`src/design/pcpf_pkg.sv`:
```
// ----------------------------------------------------------------------------
// pcpf_pkg: shared types and constants of the per-CPU page free list
// Command, status and register codes, and the control and status groups
// that pass between the controller and the datapath.
// ----------------------------------------------------------------------------
package pcpf_pkg;

  localparam int PAGE_W     = 15;
  localparam int LINK_W     = 16;
  localparam int CPU_ID_W   = 3;
  localparam int STATUS_W   = 2;
  localparam int LIMIT_W    = 8;
  localparam int APB_ADDR_W = 3;
  localparam int APB_DATA_W = 32;

  localparam logic CMD_FREE  = 1'b0;
  localparam logic CMD_ALLOC = 1'b1;

  localparam logic [STATUS_W-1:0] STATUS_OK       = 2'd0;
  localparam logic [STATUS_W-1:0] STATUS_NO_MEM   = 2'd1;
  localparam logic [STATUS_W-1:0] STATUS_BAD_ADDR = 2'd2;

  localparam logic REG_STEAL_LIMIT = 1'b0;
  localparam logic REG_LOWEST_PAGE = 1'b1;

  localparam logic [LIMIT_W-1:0] STEAL_LIMIT_RESET = 8'd64;
  localparam logic [PAGE_W-1:0]  LOWEST_PAGE_RESET = 15'd0;

  typedef struct packed {
    logic                load_in;
    logic                free_push;
    logic                rd_issue;
    logic                rd_victim;
    logic                pop_commit;
    logic                move_commit;
    logic                steal_init;
    logic                v_inc;
    logic                res_load;
    logic [STATUS_W-1:0] res_code;
    logic                res_grant;
  } ctrl_cmd_t;

  typedef struct packed {
    logic is_alloc;
    logic cpu_ok;
    logic free_ok;
    logic own_nonempty;
    logic scan_done;
    logic victim_ready;
    logic out_free;
  } dp_status_t;

endpackage

```
`src/design/pcpf_regs.sv`:
```
// ----------------------------------------------------------------------------
// pcpf_regs: configuration registers
// APB-style register file holding the steal limit and the lowest page.
// ----------------------------------------------------------------------------
module pcpf_regs (
  input  logic                               clk,
  input  logic                               rst,
  input  logic                               psel,
  input  logic                               penable,
  input  logic                               pwrite,
  input  logic [pcpf_pkg::APB_ADDR_W-1:0]    paddr,
  input  logic [pcpf_pkg::APB_DATA_W-1:0]    pwdata,
  output logic [pcpf_pkg::APB_DATA_W-1:0]    prdata,
  output logic                               pready,
  output logic [pcpf_pkg::LIMIT_W-1:0]       steal_limit,
  output logic [pcpf_pkg::PAGE_W-1:0]        lowest_page
);

  logic wr_en;

  assign pready = 1'b1;
  assign wr_en  = psel && penable && pwrite;

  always_ff @(posedge clk) begin
    if (rst) begin
      steal_limit <= pcpf_pkg::STEAL_LIMIT_RESET;
      lowest_page <= pcpf_pkg::LOWEST_PAGE_RESET;
    end else if (wr_en) begin
      case (paddr[2])
        pcpf_pkg::REG_STEAL_LIMIT: steal_limit <= pwdata[pcpf_pkg::LIMIT_W-1:0];
        pcpf_pkg::REG_LOWEST_PAGE: lowest_page <= pwdata[pcpf_pkg::PAGE_W-1:0];
        default: ;
      endcase
    end
  end

  always_comb begin
    case (paddr[2])
      pcpf_pkg::REG_STEAL_LIMIT:
        prdata = {{(pcpf_pkg::APB_DATA_W - pcpf_pkg::LIMIT_W){1'b0}}, steal_limit};
      pcpf_pkg::REG_LOWEST_PAGE:
        prdata = {{(pcpf_pkg::APB_DATA_W - pcpf_pkg::PAGE_W){1'b0}}, lowest_page};
      default:
        prdata = '0;
    endcase
  end

endmodule

```
`config.mk`:
```
export PLATFORM = sky130hd
export DESIGN_NAME = pcpf_regs
export DESIGN_NICKNAME = d
export VERILOG_FILES = /design/src/design/pcpf_pkg.sv /design/src/design/pcpf_regs.sv
export SDC_FILE = /design/constraint.sdc
export NUM_CORES = 1
export LEC_CHECK = 0
export BUFFER_PORTS_ARGS = -buffer_cell sky130_fd_sc_hd__buf_2
export CORE_ASPECT_RATIO = 1.5
export CORE_UTILIZATION = 40
export CTS_CLUSTER_SIZE = 40
export DETAILED_ROUTE_END_ITERATION = 10
export PLACE_DENSITY = 0.75
export REMOVE_ABC_BUFFERS = 1
export SYNTH_ARGS = -nofsm -noshare
export SYNTH_HDL_FRONTEND = slang
export SYNTH_SLANG_ARGS = --single-unit
```
`constraint.sdc`:
```
create_clock -name clk -period 1.5 [get_ports clk]
set_input_delay 0.075 -clock clk [delete_from_list [all_inputs] [get_ports clk]]
set_output_delay 0.075 -clock clk [all_outputs]
set_load 0.005 [all_outputs]
```
==> flow_summary.toml <==
[finish]
area_growth_pct = 19.3
final.fill_count = 330
final_cell_area_mm2 = 0.00156
drive_above_1_share_pct = 39.7
finalNetCount = 225
diodes = 0
final_core_util_pct = 49.9

[global_route]
grt_overflow = 0
grt_use_total_pct = 14.4
grt_max_degree = 40
first_global_vias = 890
antenna_found_initial = 0
grt_pass1_wl_um = 3930

[drt]
drt_iter0_markers = 17
drc = 0
routed_via_density = 4.38
wl_per_cell_um = 10.7
ant_nets = 0
wirelength_um = 2390
vias = 980
firstDrtPassIters = 4

[clocking]
clock_sinks = 23
clock_latency_ns = 0.26
post_cts_buffers = 0
ctsHtreeMaxLevel = 1
cts.clk_slew.worst_paths_ns = 0.08
cts_buffer_depth = 2
cts_hold_buf = 0
post_cts_resized = 0
ctsRootBufferMaster = "clkbuf_8"
cts_buffers = 3
tritoncts = "built"

[worst_hold_path]
hold_path_startpoint = "pwdata[13]"
min_path_type = "input port to register"

[worst_setup_path]
cp-end-kind = "output pin"
path_max_fanout = 3
cp.arrival_ns = 0.97
crit_start = "lowest_page[0]"
r2r-start = "lowest_page[0]"
worstSetupPathType = "register to output pin"
required_ns = 1.42
cp-start-kind = "register"

[yosys]
ys_seq_elements = 23
synth_largest_area_cell = "dfxtp_1"
syn_area_mm2 = 0.00131
synth_top_area_share_pct = 35.2
synth_warnings = 0
ys_types = 16
synth.avg_cell_area_um2 = 9.99
yosysSeqAreaShare_pct = 35.2
synth_area_leaders = "dfxtp_1, nand2b_1, mux2i_1"
syn_inst = 131

[timing]
finalSetupViolCount = 0
period_share_pct = 69.9
fmax_mhz = 954
drv_slew = 0
tns_ns = 0
finalHoldViolations = 0
fin_skew_ns = 0
rsz0062_at_grt = "no"
period_needed_ns = 1.05
fin_hold_ws_ns = 0.0696

[die]
fp.dieW_um = 48.7
start_util_pct = 41.8
die_area_mm2 = 0.00351
design.core.area_mm2 = 0.00313
die_h_um = 72.1
num_io_pins = 96
row_count = 25

[power_and_ir_drop]
leakagePower_uw = 0.000805
p_per_area_mw_per_mm2 = 736
peakVddDrop_mv = 0.481

[placement]
place_area_mm2 = 0.00152
gp_congestion = 0.652
hpwl_um = 1770
portBuffers = 58

[run]
drv_cap = 0

[outcome]
outcome = "complete, no violations"
[layer usage]
| metal | share of wire [%] | global-route usage [%] |
|---|---|---|
| met1 | 40 | 15.4 |
| met2 | 53 | 27.5 |
| met3 | 5.7 | 2.94 |
| met4 | 0.50 | 4.90 |
| met5 | 0 | 0 |
[flip-flops by register name, indices dropped and copies added (netlist names)]
signal / flops
steal_limit: 8
lowest_page: 15
[layout make-up]
| type | instances | area (um2) | area share [%] |
|---|---|---|---|
| Tap cell | 40 | 50.0 | 3.21 |
| Timing Repair Buffer | 59 | 298 | 19.1 |
| Sequential cell | 23 | 460 | 29.5 |
| Clock inverter | 1 | 5.00 | 0.321 |
| Clock buffer | 3 | 41.3 | 2.64 |
| Multi-Input combinational cell | 98 | 707 | 45.3 |
[kinds of logic (layout without fill, tap and decap cells)]
| kind of cell | after synthesis | after routing | share of synthesized area [%] |
|---|---|---|---|
| simple gates | 49 | 49 | 24.4 |
| mux | 31 | 31 | 24.5 |
| buf+inv | 26 | 63 | 15.4 |
| flops | 23 | 23 | 35.2 |
| other cells | 2 | 18 | 0.574 |
[cells in the final DEF, fill, tap and decap left out]
| cell type | count |
|---|---|
| and2_1 | 7 |
| and4_4 | 1 |
| and4b_1 | 1 |
| buf_2 | 58 |
| buf_4 | 1 |
| clkbuf_8 | 3 |
| clkinv_2 | 1 |
| conb_1 | 18 |
| dfxtp_1 | 23 |
| mux2_2 | 8 |
| mux2i_1 | 23 |
| nand2b_1 | 37 |
| nand4b_2 | 1 |
| nor2_1 | 2 |
[stage by stage]
step                      power (uW)  instances  setup WS, ns
after floorplan                  719        121         0.798
after global routing            1220        224         0.391
after detailed placement         796        220         0.435
after CTS                       1180        224         0.437
after global placement           793        220         0.458
final                           1150        224         0.452
[critical path, stage by stage, from the launching register on]
cell,delay (ns)
dfxtp_1,0.33
mux2_2,0.26
buf_2,0.12
[synthesized netlist by cell type (all sizes together)]
master / n
nor2: 2
conb: 2
buf: 22
dfxtp: 23
nand4b: 1
and4b: 1
clkbuf: 4
nand2b: 37
and4: 1
mux2: 8
and2: 7
mux2i: 23
[report_power, final]
group	switching [uW]	leakage [uW]	internal, uW
clock	185	0.0000255	185
combinational	70.6	0.000593	76.5
sequential	9.04	0.000186	624
[path summary, 6_finish.rpt]
| check | to | slack [ns] | depth (start not counted) |
|---|---|---|---|
| max | prdata[0] | 0.45 | 2 |
| min | lowest_page[13] | 0.07 | 3 |
| max reg2reg | lowest_page[0] | 0.89 | 2 |
| min reg2reg | lowest_page[8] | 0.48 | 2 |
No activity file was read; power rests on OpenSTA's default activity.
