--- src/design/pcpf_pkg.sv ---
// ----------------------------------------------------------------------------
// pcpf_pkg: shared types and constants of the per-CPU page free list
// Command, status and register codes, and the control and status groups
// that pass between the controller and the datapath.
// ----------------------------------------------------------------------------
package pcpf_pkg;

  localparam int PAGE_W     = 15;
  localparam int LINK_W     = 16;
  localparam int CPU_ID_W   = 3;
  localparam int STATUS_W   = 2;
  localparam int LIMIT_W    = 8;
  localparam int APB_ADDR_W = 3;
  localparam int APB_DATA_W = 32;

  localparam logic CMD_FREE  = 1'b0;
  localparam logic CMD_ALLOC = 1'b1;

  localparam logic [STATUS_W-1:0] STATUS_OK       = 2'd0;
  localparam logic [STATUS_W-1:0] STATUS_NO_MEM   = 2'd1;
  localparam logic [STATUS_W-1:0] STATUS_BAD_ADDR = 2'd2;

  localparam logic REG_STEAL_LIMIT = 1'b0;
  localparam logic REG_LOWEST_PAGE = 1'b1;

  localparam logic [LIMIT_W-1:0] STEAL_LIMIT_RESET = 8'd64;
  localparam logic [PAGE_W-1:0]  LOWEST_PAGE_RESET = 15'd0;

  typedef struct packed {
    logic                load_in;
    logic                free_push;
    logic                rd_issue;
    logic                rd_victim;
    logic                pop_commit;
    logic                move_commit;
    logic                steal_init;
    logic                v_inc;
    logic                res_load;
    logic [STATUS_W-1:0] res_code;
    logic                res_grant;
  } ctrl_cmd_t;

  typedef struct packed {
    logic is_alloc;
    logic cpu_ok;
    logic free_ok;
    logic own_nonempty;
    logic scan_done;
    logic victim_ready;
    logic out_free;
  } dp_status_t;

endpackage

--- src/design/pcpf_ctrl.sv ---
// ----------------------------------------------------------------------------
// pcpf_ctrl: request sequencer
// Steps each request through decode and, as needed, the steal walk and the
// final pop, and issues datapath commands.
// ----------------------------------------------------------------------------
module pcpf_ctrl (
  input  logic                   clk,
  input  logic                   rst,
  input  logic                   in_valid,
  output logic                   in_stall,
  input  pcpf_pkg::dp_status_t   dp_status,
  output pcpf_pkg::ctrl_cmd_t    ctrl_cmd
);

  localparam logic [2:0] S_IDLE   = 3'd0;
  localparam logic [2:0] S_DECODE = 3'd1;
  localparam logic [2:0] S_SCAN   = 3'd2;
  localparam logic [2:0] S_MOVE   = 3'd3;
  localparam logic [2:0] S_POP    = 3'd4;

  logic [2:0] state;
  logic [2:0] state_next;

  assign in_stall = (state != S_IDLE);

  always_ff @(posedge clk) begin
    if (rst) begin
      state <= S_IDLE;
    end else begin
      state <= state_next;
    end
  end

  always_comb begin
    state_next = state;
    ctrl_cmd   = '0;
    ctrl_cmd.res_code = pcpf_pkg::STATUS_OK;
    case (state)
      S_IDLE: begin
        if (in_valid) begin
          ctrl_cmd.load_in = 1'b1;
          state_next = S_DECODE;
        end
      end
      S_DECODE: begin
        if (!dp_status.is_alloc) begin
          if (dp_status.out_free) begin
            ctrl_cmd.free_push = dp_status.free_ok;
            ctrl_cmd.res_load  = 1'b1;
            ctrl_cmd.res_code  = dp_status.free_ok ? pcpf_pkg::STATUS_OK
                                                   : pcpf_pkg::STATUS_BAD_ADDR;
            state_next = S_IDLE;
          end
        end else if (!dp_status.cpu_ok) begin
          if (dp_status.out_free) begin
            ctrl_cmd.res_load = 1'b1;
            ctrl_cmd.res_code = pcpf_pkg::STATUS_NO_MEM;
            state_next = S_IDLE;
          end
        end else if (dp_status.own_nonempty) begin
          ctrl_cmd.rd_issue = 1'b1;
          state_next = S_POP;
        end else begin
          ctrl_cmd.steal_init = 1'b1;
          state_next = S_SCAN;
        end
      end
      S_SCAN: begin
        if (dp_status.scan_done) begin
          if (dp_status.own_nonempty) begin
            ctrl_cmd.rd_issue = 1'b1;
            state_next = S_POP;
          end else if (dp_status.out_free) begin
            ctrl_cmd.res_load = 1'b1;
            ctrl_cmd.res_code = pcpf_pkg::STATUS_NO_MEM;
            state_next = S_IDLE;
          end
        end else if (dp_status.victim_ready) begin
          ctrl_cmd.rd_issue  = 1'b1;
          ctrl_cmd.rd_victim = 1'b1;
          state_next = S_MOVE;
        end else begin
          ctrl_cmd.v_inc = 1'b1;
        end
      end
      S_MOVE: begin
        ctrl_cmd.move_commit = 1'b1;
        state_next = S_SCAN;
      end
      S_POP: begin
        if (dp_status.out_free) begin
          ctrl_cmd.pop_commit = 1'b1;
          ctrl_cmd.res_load   = 1'b1;
          ctrl_cmd.res_grant  = 1'b1;
          state_next = S_IDLE;
        end
      end
      default: begin
        state_next = S_IDLE;
      end
    endcase
  end

endmodule

--- config.mk ---
export PLATFORM = sky130hd
export DESIGN_NAME = pcpf_ctrl
export DESIGN_NICKNAME = d
export VERILOG_FILES = /design/src/design/pcpf_pkg.sv /design/src/design/pcpf_ctrl.sv
export SDC_FILE = /design/constraint.sdc
export NUM_CORES = 1
export LEC_CHECK = 0
export ABC_AREA = 1
export BUFFER_PORTS_ARGS = -buffer_cell sky130_fd_sc_hd__buf_4
export CORE_AREA = 4 4 41 43
export DETAILED_ROUTE_END_ITERATION = 8
export DIE_AREA = 0 0 45 47
export GPL_ROUTABILITY_DRIVEN = 1
export GPL_TIMING_DRIVEN = 1
export PLACE_DENSITY = 0.57
export SYNTH_ARGS = -nofsm -noshare
export SYNTH_HDL_FRONTEND = slang
export SYNTH_SLANG_ARGS = --single-unit
--- constraint.sdc ---
create_clock -name clk -period 1.35 [get_ports clk]
set_input_delay 0.0675 -clock clk [delete_from_list [all_inputs] [get_ports clk]]
set_output_delay 0.0675 -clock clk [all_outputs]
set_load 0.01 [all_outputs]
==> results.py, run 1 <==
metrics = {
    "outcome": {
        "run_status": "complete, no violations",
    },
    "final_layout": {
        "layout-drive-gt1-share_pct": 47.2,
        "diodes_inserted": 0,
        "final_common_cell": "sky130_fd_sc_hd__buf_4",
        "largest_register_ff_count": 3,
        "max_flop_register": "state",
        "largestRegisters": "state: 3 flops",
        "flow.area_growth_from_synthesis_pct": 54.9,
        "fin_util_pct": 46.9,
        "design_area_sq_um": 611,
        "nNetsFinal": 100,
        "mostFrequentLayoutCells": "22 x sky130_fd_sc_hd__buf_4, 12 x sky130_fd_sc_hd__inv_1, 11 x sky130_fd_sc_hd__nor2_1, 11 x sky130_fd_sc_hd__nand3_1, 6 x sky130_fd_sc_hd__nand2_1",
    },
    "setup_path": {
        "path_class": "reg -> out",
        "ff2ff_setup_slack_ns": 0.42,
        "timing.critical_path.depth": 5,
        "critPathTopFamily": "flip-flops",
        "worst-path-max-fanout": 7,
        "slowest_stage": "sky130_fd_sc_hd__dfxtp_2",
        "critPathCaptureType": "primary output",
        "worstReg2RegStart": "state[1]",
        "reg2reg_to": "state[0]",
        "timing.critical_path.required_ns": 1.28,
        "max_stage_delay_ns": 0.37,
        "critPathLaunchType": "flip-flop",
        "critical_path_arrival_ns": 1.21,
        "worst_r2r_path_depth": 5,
        "path_cells": "inv_2, nor2_8, nand3_2, o21ai_2, buf_4",
        "worstPathBufferInverterCount": 2,
    },
    "global_routing": {
        "grt_pass1_vias": 476,
        "globalRouteOverflowTotal": 0,
        "grt_max_degree": 8,
        "grt_resource_usage_total_pct": 11.3,
        "antenna_found_initial": 0,
        "global_route_wire_length_before_repair_mm": 1.75,
    },
    "yosys": {
        "yosysSeqAreaShare_pct": 15.2,
        "number_of_library_cell_types_mapped_by_synthesis": 18,
        "syn_nets": 73,
        "yosys-top-cells-area": "sky130_fd_sc_hd__dfxtp_1 15%, sky130_fd_sc_hd__nand3_1 14%, sky130_fd_sc_hd__inv_1 11%",
        "ys_warn_count": 0,
        "post_synth_instance_area_sq_um": 394,
        "synth_area_per_cell_sq_um": 6.26,
        "netlist_instances": 63,
        "yosys_register_bits": 3,
        "synth_largest_area_cell": "sky130_fd_sc_hd__dfxtp_1",
        "synth_top_area_share_pct": 15.2,
    },
    "die": {
        "start_util_pct": 30.3,
        "rows": 13,
        "design.portCount": 23,
        "core-area_sq_um": 1300,
        "die-height_um": 47,
        "die_w_um": 45,
        "fp.dieArea_sq_um": 2120,
    },
    "clocking": {
        "h-tree-depth": 1,
        "clkSlewWorstSetupHoldPaths_ns": 0.04,
        "clock_root_buffer_master": "sky130_fd_sc_hd__clkbuf_4",
        "total_clock_buffers_created_by_cts": 3,
        "clock-sinks": 3,
        "cts_tree": "yes",
        "clk-insertion-delay-late_ns": 0.23,
        "clk_path_buf_depth": 2,
    },
    "detailed_routing": {
        "postRouteWirelength_mm": 1.01,
        "drt.antenna.violating_nets": 0,
        "wl_per_cell_um": 9.68,
        "first_iter_violations": 14,
        "vias": 459,
        "first_pass_iters": 2,
        "detail_route.drc_violations": 0,
        "post_drt_via_cell_ratio": 4.41,
    },
    "sta": {
        "final_setup_skew_ns": 0.000269,
        "grt_setup_unrepaired": "yes",
        "period_minus_slack_ns": 1.28,
        "fmax_ghz": 0.782,
        "timing.final.setup_violations": 0,
        "setup_ws_ns": 0.0705,
        "layout_worst_path_cycle_share_pct": 94.8,
        "hold_violations": 0,
        "maxSlewViolCount": 0,
        "tightestPinTransition_ns": 0.187,
        "max_slew_margin_pct": 87.4,
    },
    "placed_design": {
        "detailed_place_hpwl_um": 864,
        "globalplace.congestion": 0.746,
        "placement.io_buffers": 22,
        "place_worst_setup_slack_ns": 0.223,
        "placed_area_sq_um": 571,
    },
    "power": {
        "p_per_area_nw_per_um2": 652,
        "vdd.ir_drop.worst_uv": 588,
        "power.leakage_nw": 0.369,
    },
    "hold_path": {
        "min-delay-path-class": "in -> reg",
        "min_delay_worst_endpoint": "state[1]",
        "hold_path_depth": 4,
        "timing.hold.worst.start": "dp_status[3]",
    },
    "run": {
        "drv_cap": 0,
    },
}
report_power, final:
| group | internal [mW] | switching, mW |
|---|---|---|
| Clock | 0.111 | 0.0470 |
| Combinational | 0.0632 | 0.0748 |
| Sequential | 0.0948 | 0.00744 |
through the flow:
stage	std cells	hold slack, ns	setup TNS [ns]	power, mW
after floorplan	63	0.130	0	0.181
after global placement	99	0.234	0	0.240
after detailed placement	99	0.233	0	0.240
after CTS	104	0.139	0	0.407
after global routing	104	0.130	-0.0225	0.433
final	104	0.132	0	0.398
worst max-delay path by stage:
stage,start,end,slack (ns)
after floorplan,state[0],ctrl_cmd[1],0.40
after global placement,state[0],ctrl_cmd[1],0.22
after detailed placement,state[0],ctrl_cmd[1],0.22
after CTS,state[1],ctrl_cmd[3],0.03
after global routing,state[0],ctrl_cmd[1],-0.02
final,state[0],ctrl_cmd[1],0.07
cell type report:
type                    count  area [sq um]
fillers                   143           691
well taps                  15          18.8
inverters                  15          56.3
repair buffers             23           175
multi-input cells          44           270
flip-flops and latches      3          63.8
clock buffers               4          26.3
layer usage:
| layer | wire, um | global-route usage [%] |
|---|---|---|
| met5 | 0 | 0 |
| met1 | 451 | 11.8 |
| met4 | 9 | 4.68 |
| met2 | 476 | 18.6 |
| met3 | 70 | 6.51 |
cells in the mapped netlist, drive strengths merged:
master / count
inv: 15
nor2: 14
nand3: 13
nand2: 9
dfxtp: 3
nand4: 3
o21ai: 2
a21oi: 1
buf: 1
nor4: 1
or2: 1
what timing repair did:
| item | in CTS | in global routing |
|---|---|---|
| endpoints found under the setup margin | 2 | 4 |
| hold endpoints to repair | 1 | 0 |
| setup buffers | 0 | 0 |
| resized for setup | 1 | 2 |
| hold buffers | 1 | 0 |
cell families (layout without fill, tap and decap cells):
logic type,count (synthesis),count (layout),synth area share [%]
AOI/OAI and AO/OA,3,3,5.71
buffers and inverters,16,42,16.2
and+or+nand+nor,41,41,62.9
DFF,3,3,15.2
worst min-delay path, delay by kind of cell:
| family | cells | cell delay [ns] |
|---|---|---|
| AO/OA/AOI/OAI | 1 | 0.04 |
| AND/OR/NAND/NOR | 2 | 0.13 |
| buffers and inverters | 1 | 0.09 |
No activity file was read; power rests on OpenSTA's default activity.
==> run 2: changes to the inputs <==
Settings changed: ABC_AREA 1 to unset, PLACE_DENSITY 0.57 to 0.52.
==> run 2 against run 1 <==
Against the previous run:
- the flow now finishes with violations (setup timing)
- routed wire length increased by 14%
- clock skew rose by 0.0076 ns
- clock-buffer cell count did not move
- clock power grew 4%
- first-iteration DRC count fell by 57%
- via count shrank 4.6%
- combinational power is 16% lower
- worst hold slack improved by 0.0097 ns
- final area decreased by 0.82%
- fmax down 7.3%
==> results.py, run 2 <==
metrics = {
    "outcome": {
        "run_status": "finished, violations left",
        "violated_checks": "setup timing",
    },
    "global_routing": {
        "antenna_found_initial": 0,
        "global_route_wire_length_before_repair_mm": 1.77,
        "globalRouteOverflowTotal": 0,
        "grt_pass1_vias": 437,
        "grt_resource_usage_total_pct": 10.9,
        "grt_max_degree": 12,
    },
    "setup_path": {
        "critPathTopFamily": "flip-flops",
        "slowest_stage": "sky130_fd_sc_hd__dfxtp_4",
        "worst-path-max-fanout": 7,
        "path_cells": "nand4b_1, a211o_1, nand2b_4, buf_6",
        "critPathCaptureType": "primary output",
        "worstPathBufferInverterCount": 1,
        "max_stage_delay_ns": 0.36,
        "critPathLaunchType": "flip-flop",
        "timing.critical_path.required_ns": 1.28,
        "path_class": "reg -> out",
        "critical_path_arrival_ns": 1.31,
    },
    "yosys": {
        "number_of_library_cell_types_mapped_by_synthesis": 22,
        "ys_dominant_reg_cell": "sky130_fd_sc_hd__dfxtp_1",
        "netlist_instances": 49,
        "synthMostInstantiatedCell": "sky130_fd_sc_hd__nor2_1",
        "synth_top_area_share_pct": 18.3,
        "synth_area_per_cell_sq_um": 6.69,
        "share_of_synthesized_registers_carrying_an_async_set_or_reset_pct": 0,
        "post_synth_instance_area_sq_um": 328,
        "ys_top_cells_by_count": "7 x sky130_fd_sc_hd__nor2_1, 5 x sky130_fd_sc_hd__nand2b_1, 4 x sky130_fd_sc_hd__inv_1, 4 x sky130_fd_sc_hd__o21ai_0",
        "yosys_register_bits": 3,
        "syn_nets": 59,
        "yosys-top-cells-area": "sky130_fd_sc_hd__dfxtp_1 18%, sky130_fd_sc_hd__nand2b_1 9.5%, sky130_fd_sc_hd__nor2_1 8.0%",
        "synth_enable_flop_cells": 0,
        "ys_warn_count": 0,
        "synth_largest_area_cell": "sky130_fd_sc_hd__dfxtp_1",
        "yosysSeqAreaShare_pct": 18.3,
    },
    "placed_design": {
        "placed_area_sq_um": 504,
        "detailed_place_hpwl_um": 805,
        "place_worst_setup_slack_ns": 0.127,
        "placement.io_buffers": 22,
        "globalplace.congestion": 0.710,
    },
    "sta": {
        "max_slew_margin_pct": 85.4,
        "timing.final.setup_violations": 1,
        "hold_violations": 0,
        "period_minus_slack_ns": 1.38,
        "grt_setup_unrepaired": "yes",
        "tightestPinTransition_ns": 0.218,
        "layout_worst_path_cycle_share_pct": 102,
        "setup_ws_ns": -0.0303,
        "fmax_ghz": 0.724,
        "maxSlewViolCount": 0,
        "hold_slack_ns": 0.141,
        "final_setup_skew_ns": 0.00784,
        "setup_tns_ns": -0.0303,
    },
    "die": {
        "fp.dieArea_sq_um": 2120,
        "die-height_um": 47,
        "design.portCount": 23,
        "die_w_um": 45,
        "rows": 13,
        "start_util_pct": 25.2,
        "core-area_sq_um": 1300,
    },
    "clocking": {
        "cts_tree": "yes",
        "clkSlewWorstSetupHoldPaths_ns": 0.04,
        "cts.hold.buffers_added": 0,
        "clock-sinks": 3,
        "clk_path_buf_depth": 2,
        "h-tree-depth": 1,
        "clk-insertion-delay-late_ns": 0.24,
        "total_clock_buffers_created_by_cts": 3,
        "clock_root_buffer_master": "sky130_fd_sc_hd__clkbuf_4",
    },
    "final_layout": {
        "largestRegisters": "state: 3 flops",
        "flow.area_growth_from_synthesis_pct": 84.7,
        "max_flop_register": "state",
        "sequential_cell_area_sq_um": 71.3,
        "design_area_sq_um": 606,
        "fin_util_pct": 46.5,
        "nNetsFinal": 88,
        "mostFrequentLayoutCells": "23 x sky130_fd_sc_hd__buf_4, 6 x sky130_fd_sc_hd__nor2_1, 4 x sky130_fd_sc_hd__inv_1, 4 x sky130_fd_sc_hd__nand2b_1, 4 x sky130_fd_sc_hd__o21ai_0",
        "final_common_cell": "sky130_fd_sc_hd__buf_4",
        "layout-drive-gt1-share_pct": 50.6,
        "diodes_inserted": 0,
        "largest_register_ff_count": 3,
        "fill_cells": 151,
        "area_occupied_by_multi_input_gates_sq_um": 268,
    },
    "power": {
        "p_per_area_nw_per_um2": 633,
        "power_internal_mw": 0.265,
        "p_clk_share_pct": 43.0,
        "p_sw_mw": 0.119,
        "sw_share_pct": 30.9,
        "power_frac_comb_pct": 30.3,
        "vdd.ir_drop.worst_uv": 260,
        "power.leakage_nw": 0.292,
        "seqPwrFrac_pct": 26.7,
    },
    "detailed_routing": {
        "vias": 438,
        "drt.antenna.violating_nets": 0,
        "postRouteWirelength_mm": 1.15,
        "post_drt_via_cell_ratio": 4.76,
        "first_iter_violations": 6,
        "detail_route.drc_violations": 0,
        "wl_per_cell_um": 12.5,
        "first_pass_iters": 4,
    },
    "run": {
        "drv_cap": 0,
    },
    "hold_path": {
        "min-delay-path-class": "in -> reg",
    },
}
[run 2: cell types whose count changed in the layout (fill, tap and decap cells not counted), moves of 3 or more]
cell and delta:
sky130_fd_sc_hd__nor2_1 -5, sky130_fd_sc_hd__buf_6 +3, sky130_fd_sc_hd__dfxtp_4 +3, sky130_fd_sc_hd__nand2b_1 +4
sky130_fd_sc_hd__o21ai_0 +3, sky130_fd_sc_hd__nand2_1 -3, sky130_fd_sc_hd__inv_2 -3, sky130_fd_sc_hd__dfxtp_2 -3
sky130_fd_sc_hd__nand3_1 -10, sky130_fd_sc_hd__nand2_4 -3, sky130_fd_sc_hd__inv_1 -8
[run 2: logic make-up after synthesis]
group,Yosys count,synth area share [%]
flops,3,18.3
compound gates,11,22.5
simple gates,29,50.0
buf+inv,6,9.16
[run 2: layout make-up]
class	count	area share [%]
Multi-Input combinational cell	40	44.2
Tap cell	15	3.10
Clock buffer	4	4.34
Timing Repair Buffer	26	34.1
Sequential cell	3	11.8
Inverter	4	2.48
[run 2: repair_timing]
action	CTS	global route
buffers inserted	0	3
setup endpoints to repair	5	5
gates resized for setup	6	9
hold endpoints to repair	0	0
cloned	0	0
pin swaps	1	4
[run 2: path summary, 6_finish.rpt]
check                              start     endpoint  slack [ns]  cells past startpoint
worst max-delay path            state[1]  ctrl_cmd[9]       -0.03                      4
worst min-delay path                 rst     state[1]        0.14                      3
worst max register to register  state[1]     state[2]        0.06                      4
worst min register to register  state[2]     state[2]        0.56                      2
[run 2: tightest hold or removal path, cell delays in order]
cell	delay [ns]
sky130_fd_sc_hd__buf_4	0.07
sky130_fd_sc_hd__nand2b_1	0.15
sky130_fd_sc_hd__a21oi_1	0.05
[run 2: metrics by stage]
step / power (mW) / cells
after detailed placement: 0.211 / 85
after floorplan: 0.156 / 49
after global routing: 0.406 / 92
after CTS: 0.370 / 89
after global placement: 0.212 / 85
final: 0.383 / 92
[run 2: layer usage]
metal | wire length, um | track usage, %
met4 | 0 | 1.75
met5 | 0 | 0
met3 | 73 | 1.92
met1 | 514 | 14.3
met2 | 558 | 18.9
[run 2: power by group through the flow]
stage	sequential (mW)	clock [mW]	combinational, mW
after global placement	0.104	0	0.108
after floorplan	0.0973	0	0.0586
after detailed placement	0.105	0	0.106
after CTS	0.103	0.160	0.107
final	0.102	0.165	0.116
after global routing	0.104	0.172	0.129
==> run 3: changes to the inputs <==
Settings changed: BUFFER_PORTS_ARGS -buffer_cell sky130_fd_sc_hd__buf_4 to -buffer_cell sky130_fd_sc_hd__buf_2.
==> run 3 against run 2 <==
Against the previous run:
- the flow now finishes without violations
- non-clock buffer count grew 1
- largest cell class unchanged
- clock skew down 0.0049 ns
- clock-buffer cell count did not move
- final cell count rose by 1.1%
- first-iteration DRC count is 83% lower
- global-route usage shrank 1.5 points
- critical path depth unchanged
- sequential power is essentially flat
- register-to-register slack improved by 0.21 ns
- die area stayed put
==> results.py, run 3 (synthesized netlist as in run 2, its figures left out) <==
metrics = {
    "outcome": {
        "run_status": "complete, no violations",
    },
    "placed_design": {
        "placement.io_buffers": 22,
        "place_inst": 85,
        "globalplace.congestion": 0.728,
    },
    "clocking": {
        "cts_tree": "yes",
        "clk_path_buf_depth": 2,
        "clkSlewWorstSetupHoldPaths_ns": 0.03,
        "total_clock_buffers_created_by_cts": 3,
        "clock_root_buffer_master": "sky130_fd_sc_hd__clkbuf_4",
        "clk-insertion-delay-late_ns": 0.23,
        "h-tree-depth": 1,
        "clock-sinks": 3,
        "cts.hold.buffers_added": 0,
    },
    "detailed_routing": {
        "postRouteWirelength_um": 960,
        "first_pass_iters": 3,
        "detail_route.drc_violations": 0,
        "drt.antenna.violating_nets": 0,
        "first_iter_violations": 1,
        "post_drt_via_cell_ratio": 4.73,
        "wl_per_cell_um": 10.3,
        "vias": 440,
    },
    "final_layout": {
        "nNetsFinal": 89,
        "fin_cells": 93,
        "flow.area_growth_from_synthesis_pct": 65.3,
        "area_occupied_by_multi_input_gates_sq_um": 250,
        "largest_register_ff_count": 3,
        "layout-drive-gt1-share_pct": 48.7,
        "final_common_cell": "sky130_fd_sc_hd__buf_2",
        "diodes_inserted": 0,
        "fill_cells": 152,
        "mostFrequentLayoutCells": "22 x sky130_fd_sc_hd__buf_2, 6 x sky130_fd_sc_hd__nor2_1, 5 x sky130_fd_sc_hd__nand2b_1",
        "largestRegisters": "state: 3 flops",
        "sequential_cell_area_sq_um": 71.3,
        "max_flop_register": "state",
    },
    "setup_path": {
        "worst-path-max-fanout": 4,
        "timing.critical_path.required_ns": 1.28,
        "critPathCaptureType": "primary output",
        "ff2ff_setup_slack_ns": 0.27,
        "worstReg2RegStart": "state[0]",
        "slowest_stage": "sky130_fd_sc_hd__dfxtp_4",
        "path_class": "reg -> out",
        "reg2reg_to": "state[2]",
        "path_cells": "and2b_2, and3_1, nand2b_1, buf_2",
        "worst_r2r_path_depth": 3,
        "critical_path_arrival_ns": 1.26,
        "critPathLaunchType": "flip-flop",
        "max_stage_delay_ns": 0.36,
    },
    "sta": {
        "final_setup_skew_ns": 0.00293,
        "layout_worst_path_cycle_share_pct": 98.6,
        "fmax_ghz": 0.751,
        "maxSlewViolCount": 0,
        "hold_violations": 0,
        "tightestPinTransition_ns": 0.209,
        "setup_tns_ns": 0,
        "timing.final.setup_violations": 0,
        "period_minus_slack_ns": 1.33,
        "max_slew_margin_pct": 85.9,
        "grt_setup_unrepaired": "yes",
    },
    "die": {
        "die-height_um": 47,
        "start_util_pct": 25.2,
        "core-area_sq_um": 1300,
        "die_w_um": 45,
        "fp.dieArea_sq_um": 2120,
        "design.portCount": 23,
        "rows": 13,
    },
    "hold_path": {
        "min-delay-path-class": "in -> reg",
        "timing.hold.worst.start": "rst",
        "min_delay_worst_endpoint": "state[2]",
        "hold_path_depth": 3,
    },
    "global_routing": {
        "globalRouteOverflowTotal": 0,
        "grt_resource_usage_total_pct": 9.38,
        "global_route_wire_length_before_repair_mm": 1.48,
        "grt_pass1_vias": 384,
        "grt_max_degree": 12,
        "antenna_found_initial": 0,
    },
    "run": {
        "drv_cap": 0,
    },
    "power": {
        "p_per_area_nw_per_um2": 668,
        "vdd.ir_drop.worst_uv": 572,
        "power.leakage_nw": 0.291,
    },
}
[run 3: cell types whose count changed in the layout (fill, tap and decap cells not counted), sizes merged]
cell / change
buf: +1
[run 3: critical path: cells and delay by family (launching register included)]
| family | cells | cell delay, ns |
|---|---|---|
| buffers and inverters | 1 | 0.14 |
| AND/OR/NAND/NOR | 3 | 0.54 |
| flip-flops | 1 | 0.36 |
[run 3: power breakdown]
group,internal [mW],switching [mW],leakage (nW)
clock,0.110,0.0408,0.0150
combinational,0.0564,0.0543,0.249
sequential,0.0911,0.00878,0.0267
total,0.258,0.104,0.291
[run 3: timing repair]
item,CTS,global route
pin swaps,0,2
buffers inserted,3,1
setup endpoints to repair,5,7
resized for setup,6,4
[run 3: worst max-delay path by stage]
stage | start | end | cells past startpoint
4_1_cts | state[0] | ctrl_cmd[9] | 4
5_1_grt | state[1] | ctrl_cmd[9] | 4
3_5_place_dp | state[2] | ctrl_cmd[9] | 4
2_1_floorplan | state[1] | ctrl_cmd[10] | 3
3_3_place_gp | state[2] | ctrl_cmd[9] | 4
6_report | state[2] | ctrl_cmd[9] | 4
[run 3: cell type report]
cell class / instances / area share [%]
flip-flops and latches: 3 / 13.2
inverters: 4 / 2.77
repair buffers: 27 / 29.6
well taps: 15 / 3.46
multi-input cells: 40 / 46.2
clock buffers: 4 / 4.85
[run 3: stage by stage]
stage	setup slack, ns	util (%)	hold WS, ns	area, sq um	power [mW]
2_1_floorplan	0.242	-	0.183	328	0.156
3_3_place_gp	0.148	34.5	0.382	449	0.196
3_5_place_dp	0.159	34.5	0.389	449	0.195
4_1_cts	0.00290	39.1	0.148	509	0.355
5_1_grt	-0.0480	41.6	0.161	542	0.392
6_report	0.0184	41.6	0.157	542	0.362
[run 3: layer usage]
metal | part of all wire [%] | global-route usage [%]
met1 | 46 | 10.6
met2 | 47 | 16.9
met3 | 7.4 | 4.60
met4 | 0 | 0
met5 | 0 | 0
